`src/rtl/svt_pkg.sv`:
```
// ----------------------------------------------------------------------------
// svt_pkg
// Types, sizes and codes shared by the sorted value table modules.
// ----------------------------------------------------------------------------
package svt_pkg;

    localparam int DEPTH      = 16;
    localparam int VALUE_BITS = 32;
    localparam int IDX_W      = $clog2(DEPTH);
    localparam int CNT_W      = $clog2(DEPTH + 1);

    // operation codes
    localparam logic [1:0] FUNC_INSERT     = 2'd0;
    localparam logic [1:0] FUNC_REMOVE_POS = 2'd1;
    localparam logic [1:0] FUNC_REMOVE_VAL = 2'd2;

    // status codes
    localparam logic [1:0] ST_DONE    = 2'd0;
    localparam logic [1:0] ST_FULL    = 2'd1;
    localparam logic [1:0] ST_BAD_POS = 2'd2;

    typedef struct packed {
        logic [1:0]                   func;
        logic signed [VALUE_BITS-1:0] value;
        logic [IDX_W-1:0]             position;
    } t_in_beat;

    typedef struct packed {
        logic [1:0]       status;
        logic [CNT_W-1:0] fill_count;
        logic [CNT_W-1:0] removed_count;
    } t_out_beat;

    typedef enum logic [2:0] {
        S_IDLE,
        S_INSERT,
        S_REMOVE_POS,
        S_REMOVE_VAL,
        S_DONE
    } t_state;

    typedef struct packed {
        logic                         en;
        logic [IDX_W-1:0]             addr;
        logic signed [VALUE_BITS-1:0] data;
    } t_wr_req;

    typedef struct packed {
        logic gt;
        logic eq;
    } t_cmp_res;

endpackage

```
`src/rtl/sorted_value_table.sv`:
```
// ----------------------------------------------------------------------------
// sorted_value_table
// Bounded table of signed values held in ascending order.
// ----------------------------------------------------------------------------
// The table holds up to DEPTH (16) signed values in ascending order and takes
// one operation per input beat: insert (after any equal copies), remove the
// entry at a zero-based position, or remove every copy of a value. Each beat
// returns one result beat with a status, the fill count after the operation
// and how many entries were removed. One sequencer walks the entry register
// file one entry per cycle through a single shared compare unit, and the input
// is stalled until the result register has been loaded. An insert shifts
// entries up from the top until the slot is found, a remove at position
// pulls the entries above it down, and a remove of a value walks the whole
// fill and compacts the survivors; the beat is accepted in idle and the
// result register is loaded after the walk. A rejected beat (full table,
// position past the end, unused operation code) goes from idle straight to
// loading the result. The result register lets the next beat be accepted
// while the previous result still waits downstream. There is no clearing
// pass after reset.
// ----------------------------------------------------------------------------
module sorted_value_table import svt_pkg::*; (
    input  logic      i_clk,
    input  logic      i_rst_n,
    input  logic      i_in_valid,
    output logic      o_in_stall,
    input  t_in_beat  i_in_data,
    output logic      o_out_valid,
    input  logic      i_out_stall,
    output t_out_beat o_out_data
);

    t_state                       r_state, n_state;
    logic [1:0]                   r_func;
    logic signed [VALUE_BITS-1:0] r_value;
    logic [CNT_W-1:0]             r_rd, n_rd;
    logic [CNT_W-1:0]             r_wr, n_wr;
    logic [CNT_W-1:0]             r_occ, n_occ;
    logic [CNT_W-1:0]             r_removed, n_removed;
    logic [1:0]                   r_status, n_status;
    logic                         r_out_valid;
    t_out_beat                    r_out;

    logic                         in_fire;
    logic                         out_load;
    logic [CNT_W-1:0]             wr_plus1;
    logic [CNT_W-1:0]             wr_minus1;
    logic [IDX_W-1:0]             rd_addr;
    logic signed [VALUE_BITS-1:0] rd_data;
    t_wr_req                      wr_req;
    t_cmp_res                     cmp;

    assign in_fire   = i_in_valid && !o_in_stall;
    assign out_load  = (r_state == S_DONE) && (!r_out_valid || !i_out_stall);
    assign wr_plus1  = r_wr + CNT_W'(1);
    assign wr_minus1 = r_wr - CNT_W'(1);

    svt_store u_store (
        .i_clk     (i_clk),
        .i_wr      (wr_req),
        .i_rd_addr (rd_addr),
        .o_rd_data (rd_data)
    );

    svt_cmp u_cmp (
        .i_a   (rd_data),
        .i_b   (r_value),
        .o_res (cmp)
    );

    // Next state: accept in idle, walk the table, wait in done until the result register is free.
    always_comb begin
        n_state = r_state;
        case (r_state)
            S_IDLE: begin
                if (i_in_valid) begin
                    case (i_in_data.func)
                        FUNC_INSERT: begin
                            n_state = (r_occ >= CNT_W'(DEPTH)) ? S_DONE : S_INSERT;
                        end
                        FUNC_REMOVE_POS: begin
                            n_state = ({1'b0, i_in_data.position} >= r_occ)
                                      ? S_DONE : S_REMOVE_POS;
                        end
                        FUNC_REMOVE_VAL: n_state = S_REMOVE_VAL;
                        default:         n_state = S_DONE;
                    endcase
                end
            end
            S_INSERT: begin
                if ((r_wr == '0) || !cmp.gt) begin
                    n_state = S_DONE;
                end
            end
            S_REMOVE_POS: begin
                if (wr_plus1 >= r_occ) begin
                    n_state = S_DONE;
                end
            end
            S_REMOVE_VAL: begin
                if (r_rd == r_occ) begin
                    n_state = S_DONE;
                end
            end
            S_DONE: begin
                if (out_load) begin
                    n_state = S_IDLE;
                end
            end
            default: n_state = S_IDLE;
        endcase
    end

    // Datapath control: read address, write request and counter updates.
    always_comb begin
        n_rd       = r_rd;
        n_wr       = r_wr;
        n_occ      = r_occ;
        n_removed  = r_removed;
        n_status   = r_status;
        rd_addr    = r_rd[IDX_W-1:0];
        wr_req.en   = 1'b0;
        wr_req.addr = r_wr[IDX_W-1:0];
        wr_req.data = r_value;
        case (r_state)
            S_IDLE: begin
                n_rd      = '0;
                n_removed = '0;
                n_status  = ST_DONE;
                case (i_in_data.func)
                    FUNC_INSERT: begin
                        n_wr = r_occ;
                        if (r_occ >= CNT_W'(DEPTH)) begin
                            n_status = ST_FULL;
                        end
                    end
                    FUNC_REMOVE_POS: begin
                        n_wr = {1'b0, i_in_data.position};
                        if ({1'b0, i_in_data.position} >= r_occ) begin
                            n_status = ST_BAD_POS;
                        end
                    end
                    default: n_wr = '0;
                endcase
            end
            S_INSERT: begin
                // shift larger entries up one slot, drop the value in below them
                rd_addr   = wr_minus1[IDX_W-1:0];
                wr_req.en = 1'b1;
                if ((r_wr != '0) && cmp.gt) begin
                    wr_req.data = rd_data;
                    n_wr        = wr_minus1;
                end else begin
                    n_occ = r_occ + CNT_W'(1);
                end
            end
            S_REMOVE_POS: begin
                // pull entries above the hole down one slot
                rd_addr = wr_plus1[IDX_W-1:0];
                if (wr_plus1 >= r_occ) begin
                    n_occ     = r_occ - CNT_W'(1);
                    n_removed = CNT_W'(1);
                end else begin
                    wr_req.en   = 1'b1;
                    wr_req.data = rd_data;
                    n_wr        = wr_plus1;
                end
            end
            S_REMOVE_VAL: begin
                // compact: keep non-matching entries, count matches
                if (r_rd == r_occ) begin
                    n_occ = r_wr;
                end else begin
                    n_rd = r_rd + CNT_W'(1);
                    if (cmp.eq) begin
                        n_removed = r_removed + CNT_W'(1);
                    end else begin
                        wr_req.en   = 1'b1;
                        wr_req.data = rd_data;
                        n_wr        = wr_plus1;
                    end
                end
            end
            default: begin
            end
        endcase
    end

    always_ff @(posedge i_clk) begin
        if (!i_rst_n) begin
            r_state     <= S_IDLE;
            r_occ       <= '0;
            r_out_valid <= 1'b0;
        end else begin
            r_state <= n_state;
            r_occ   <= n_occ;
            if (out_load) begin
                r_out_valid <= 1'b1;
            end else if (!i_out_stall) begin
                r_out_valid <= 1'b0;
            end
        end
    end

    // payload registers: no reset
    always_ff @(posedge i_clk) begin
        r_rd      <= n_rd;
        r_wr      <= n_wr;
        r_removed <= n_removed;
        r_status  <= n_status;
        if (in_fire) begin
            r_func  <= i_in_data.func;
            r_value <= i_in_data.value;
        end
        if (out_load) begin
            r_out.status        <= r_status;
            r_out.fill_count    <= r_occ;
            r_out.removed_count <= (r_func == FUNC_REMOVE_POS || r_func == FUNC_REMOVE_VAL)
                                   ? r_removed : '0;
        end
    end

    assign o_in_stall  = (r_state != S_IDLE);
    assign o_out_valid = r_out_valid;
    assign o_out_data  = r_out;

    a_occ_bound: assert property (@(posedge i_clk) disable iff (!i_rst_n)
        r_occ <= CNT_W'(DEPTH))
        else $error("fill count beyond table depth");

    a_accept_busy: assert property (@(posedge i_clk) disable iff (!i_rst_n)
        in_fire |=> (r_state != S_IDLE))
        else $error("accepted beat did not start an operation");

    a_full_report: assert property (@(posedge i_clk) disable iff (!i_rst_n)
        (out_load && r_status == ST_FULL) |-> (r_occ == CNT_W'(DEPTH)))
        else $error("full status reported on a table with room");

    a_compact_order: assert property (@(posedge i_clk) disable iff (!i_rst_n)
        (r_state == S_REMOVE_VAL) |-> (r_wr <= r_rd && r_rd <= r_occ))
        else $error("compaction pointers out of order");

    a_remove_shrinks: assert property (@(posedge i_clk) disable iff (!i_rst_n)
        (r_state == S_REMOVE_POS && n_state == S_DONE)
        |=> (r_occ == $past(r_occ) - CNT_W'(1)))
        else $error("remove at position did not shrink the table");

endmodule

```
`src/rtl/svt_cmp.sv`:
```
// ----------------------------------------------------------------------------
// svt_cmp
// Shared compare unit: signed greater-than and equality of two signed values.
// ----------------------------------------------------------------------------
module svt_cmp import svt_pkg::*; (
    input  logic signed [VALUE_BITS-1:0] i_a,
    input  logic signed [VALUE_BITS-1:0] i_b,
    output t_cmp_res                     o_res
);

    assign o_res.gt = (i_a > i_b);
    assign o_res.eq = (i_a == i_b);

endmodule

```
`src/rtl/svt_store.sv`:
```
// ----------------------------------------------------------------------------
// svt_store
// Entry register file: one write and one read address per cycle.
// ----------------------------------------------------------------------------
module svt_store import svt_pkg::*; (
    input  logic                         i_clk,
    input  t_wr_req                      i_wr,
    input  logic [IDX_W-1:0]             i_rd_addr,
    output logic signed [VALUE_BITS-1:0] o_rd_data
);

    // no reset: entries past the fill count are never used
    logic signed [VALUE_BITS-1:0] r_mem [DEPTH];

    always_ff @(posedge i_clk) begin
        if (i_wr.en) begin
            r_mem[i_wr.addr] <= i_wr.data;
        end
    end

    assign o_rd_data = r_mem[i_rd_addr];

endmodule

```
`config.mk`:
```
export PLATFORM = sky130hd
export DESIGN_NAME = sorted_value_table
export DESIGN_NICKNAME = d
export VERILOG_FILES = /design/src/rtl/svt_pkg.sv /design/src/rtl/sorted_value_table.sv /design/src/rtl/svt_cmp.sv /design/src/rtl/svt_store.sv
export SDC_FILE = /design/constraint.sdc
export NUM_CORES = 1
export LEC_CHECK = 0
export BUFFER_PORTS_ARGS = -buffer_cell sky130_fd_sc_hd__buf_2
export CORE_MARGIN = 1
export CORE_UTILIZATION = 36
export CTS_BUF_LIST = sky130_fd_sc_hd__clkbuf_4
export DETAILED_ROUTE_END_ITERATION = 16
export PLACE_DENSITY = 0.62
export SETUP_SLACK_MARGIN = 0.02
export SLEW_MARGIN = 30
export SYNTH_ARGS = -nofsm -noshare
export SYNTH_HDL_FRONTEND = slang
export SYNTH_HIERARCHICAL = 1
export SYNTH_SLANG_ARGS = --single-unit
```
`constraint.sdc`:
```
create_clock -name i_clk -period 6.6 [get_ports i_clk]
set_clock_uncertainty 0.15 [all_clocks]
set_input_delay 0.33 -clock i_clk [delete_from_list [all_inputs] [get_ports i_clk]]
set_output_delay 0.33 -clock i_clk [all_outputs]
set_load 0.02 [all_outputs]
```
==> flow_metrics.env <==
export IMPL_status="complete, no violations"
export IMPL_drt_iter0_drc=1086
export IMPL_power_leakage_nw=9.86
export IMPL_cp_data_required_time_ps=7110
export IMPL_power_density_nw_per_um2=497
export IMPL_power_mw=14.3
export IMPL_holdWs_ps=149
export IMPL_ios=56
export IMPL_dpl_hpwl_um=32200
export IMPL_drv_cap=0
export IMPL_synth_edff_count=575
export IMPL_synth_simple_area_share_pct=3.74
export IMPL_synth_xor_area_share_pct=0.802
export IMPL_ys_seq_area_share_pct=72.6
export IMPL_wl_um=56300
export IMPL_multi_input_area_um2=6300
export IMPL_grt_start_max_net_pins=53
export IMPL_start_kind="register"
export IMPL_clkLatencyLatePin_ps=1010
export IMPL_htree_levels=4
export IMPL_core_region_area_um2=65900
export IMPL_final_nets=1642
export IMPL_synthAdderAreaFrac_pct=2.58
export IMPL_peakVddDrop_mv=0.267
export IMPL_clk_path_buf_depth=3
export IMPL_fill_cells=5788
export IMPL_min_period_ps=6250
export IMPL_tightest_slew_ps=853
export IMPL_grt_pass1_vias=13700
export IMPL_area_delta_synth_final_pct=20.1
export IMPL_critPathSlowestCell="nor2_4"
export IMPL_fp_dieArea_um2=67800
export IMPL_numClockSinks=584
export IMPL_syn_area_um2=24000
export IMPL_final_hold_viol_count=0
export IMPL_synth_compound_area_share_pct=4.24
export IMPL_synth_nets=1332
export IMPL_tritoncts="yes"
export IMPL_finalWeightedCongestion=0.833
export IMPL_crit_fanout=21
export IMPL_slew_headroom_pct=42.8
export IMPL_synthArstFlopShare_pct=0
export IMPL_cts_root_buf="clkbuf_4"
export IMPL_crit_chain="nor2b_4, nand2b_4, inv_2, nor2_1, mux2_8, buf_12, buf_12, mux4_2, a22oi_1, nand2_1, ha_1, and4_1, nand4_1, or3_1, nand2b_4, nor2_1, o21ai_0, o21a_1, or3b_2, nor2_4, buf_4"
export IMPL_fin_crit_sh_pct=94.7
export IMPL_rsz0062_at_grt="no"
export IMPL_path_class="register to register"
export IMPL_fin_ws_ps=351
export IMPL_fp_dieW_um=260
export IMPL_muxShareOfSynthArea_pct=14.2
export IMPL_post_place_ws_ps=107
export IMPL_post_drt_wl_per_cell_um=22.3
export IMPL_postRouteAntennaNets=0
export IMPL_grtUsageTotal_pct=17.2
export IMPL_port_buffers=55
export IMPL_overflow=0
export IMPL_grt_antenna_before_repair=1
export IMPL_grt_pass1_wl_um=84600
export IMPL_first_pass_iters=5
export IMPL_cp_arrival_ps=6760
export IMPL_drv_slew=0
export IMPL_syn_inst=1241
export IMPL_fmax_mhz=160
export IMPL_final_cells=2525
export IMPL_dp_cells=2170
export IMPL_synthFlopType="edfxtp_1"
export IMPL_tns_ps=0
export IMPL_drive_gt1_share_pct=33.7
export IMPL_synth_cell_types=61
export IMPL_setup_viol=0
export IMPL_clk_pin_slew_worst_paths_ps=60
export IMPL_vias=13000
export IMPL_num_rows=94
export IMPL_hp_class="input pin to register"
export IMPL_yosys_warnings=6
export IMPL_synth_top_family_by_area="multiplexers"
export IMPL_synth_seq_cells=584
export IMPL_start_util_pct=36.5
export IMPL_viasPerCell=5.14
export IMPL_regArea_um2=17400
export IMPL_avgSynthCellArea_um2=19.4
export IMPL_final_util_pct=43.8
export IMPL_end_kind="register"
export IMPL_max_stage_delay_ps=620
export IMPL_place_area_um2=26000
export IMPL_route_detailed_drc=0
export IMPL_cts_inserted_buffers=154
export IMPL_final_cell_area_um2=28900
export IMPL_die_y_um=260
path summary, 6_finish.rpt:
kind | startpoint | to | slack [ps] | depth (start not counted)
worst max register to register | r_state[1] | u_store/r_mem[1][9] | 350 | 21
worst min-delay path | i_rst_n | r_occ[0] | 150 | 4
worst min register to register | r_status[0] | o_out_data[10] | 270 | 0
worst max-delay path | r_state[1] | u_store/r_mem[1][9] | 350 | 21
synth_stat cells (4+ instances only):
cell	n	area [um^2]
buf_2	8	40.0
o21ai_0	20	100
buf_4	9	67.6
a21oi_1	20	100
and2_1	7	43.8
ha_1	48	601
nor2_1	37	139
edfxtp_1	575	17300
nor3_1	12	60.1
clkbuf_1	23	86.3
mux2_4	30	450
nand2b_1	9	56.3
buf_6	4	45.0
dfxtp_1	9	180
buf_1	10	37.5
mux4_2	128	2880
nor2b_1	5	31.3
a22oi_1	67	503
mux2_2	4	45.0
o2111ai_1	4	35.0
inv_1	44	165
xnor2_1	7	61.3
a21o_1	5	37.5
nand3_1	17	85.1
xor2_1	15	131
nand4_1	6	37.5
nand2_1	66	248
final cells by class:
class / count / area share, %
well taps: 864 / 3.75
diodes: 5 / 0.0434
flip-flops and latches: 584 / 60.5
inverters: 45 / 0.585
repair buffers: 208 / 6.67
multi-input cells: 558 / 21.8
clock buffers: 216 / 5.62
clock inverters: 45 / 1.02
metal layers:
| layer | share of wire (%) | wire (um) | GRT usage [%] |
|---|---|---|---|
| met5 | 0 | 0 | 0 |
| met3 | 5.2 | 2930 | 4.07 |
| met1 | 44 | 24700 | 22.5 |
| met2 | 49 | 27700 | 28.1 |
| met4 | 1.7 | 936 | 5.98 |
critical path, delay by kind of cell (launching register included):
kind,cells,cell delay (ps)
simple gates,11,2520
buf+inv,4,890
mux,2,870
compound gates,3,610
flops,1,430
fa+ha+maj,1,380
cell usage in the layout, fill, tap and decap left out, drive strengths merged, types with 3 or more instances in the layout:
master         n
edfxtp       575
clkbuf       216
mux4         128
buf          128
dlygate4sd3   80
a22oi         67
nand2         66
ha            48
inv           48
nor2          38
clkinv        35
mux2          34
o21ai         21
a21oi         20
nand3         17
xor2          15
nor3          14
nand2b        11
dfxtp          9
and2           8
xnor2          7
nand4          7
nor2b          6
diode          5
a21o           5
o2111ai        4
bufinv         4
o221ai         3
mux2i          3
clkinvlp       3
a221oi         3
logic make-up after synthesis:
| family | after synthesis |
|---|---|
| compound gates | 144 |
| mux | 165 |
| xor+xnor | 22 |
| buf+inv | 99 |
| fa+ha+maj | 49 |
| flops | 584 |
| simple gates | 178 |
where the power goes:
part / internal, mW / switching (mW)
combinational: 2.54 / 3.39
clock: 1.66 / 1.44
sequential: 5.15 / 0.177
timing repair:
action / in CTS / in global routing
gates resized for setup: 0 / 2
setup buffers: 0 / 9
hold buffers: 80 / 0
setup endpoints to repair: 0 / 528
endpoints found under the hold margin: 77 / 0
registers in the layout, indices dropped and copies added, names as in the netlist:
register,flops
u_store/r_mem,512
r_value,32
o_out_data,12
r_occ,5
r_rd,5
r_removed,5
r_wr,5
r_state,3
r_func,2
r_status,2
o_out_valid,1
Note: power is estimated with default switching activity, not from simulation.
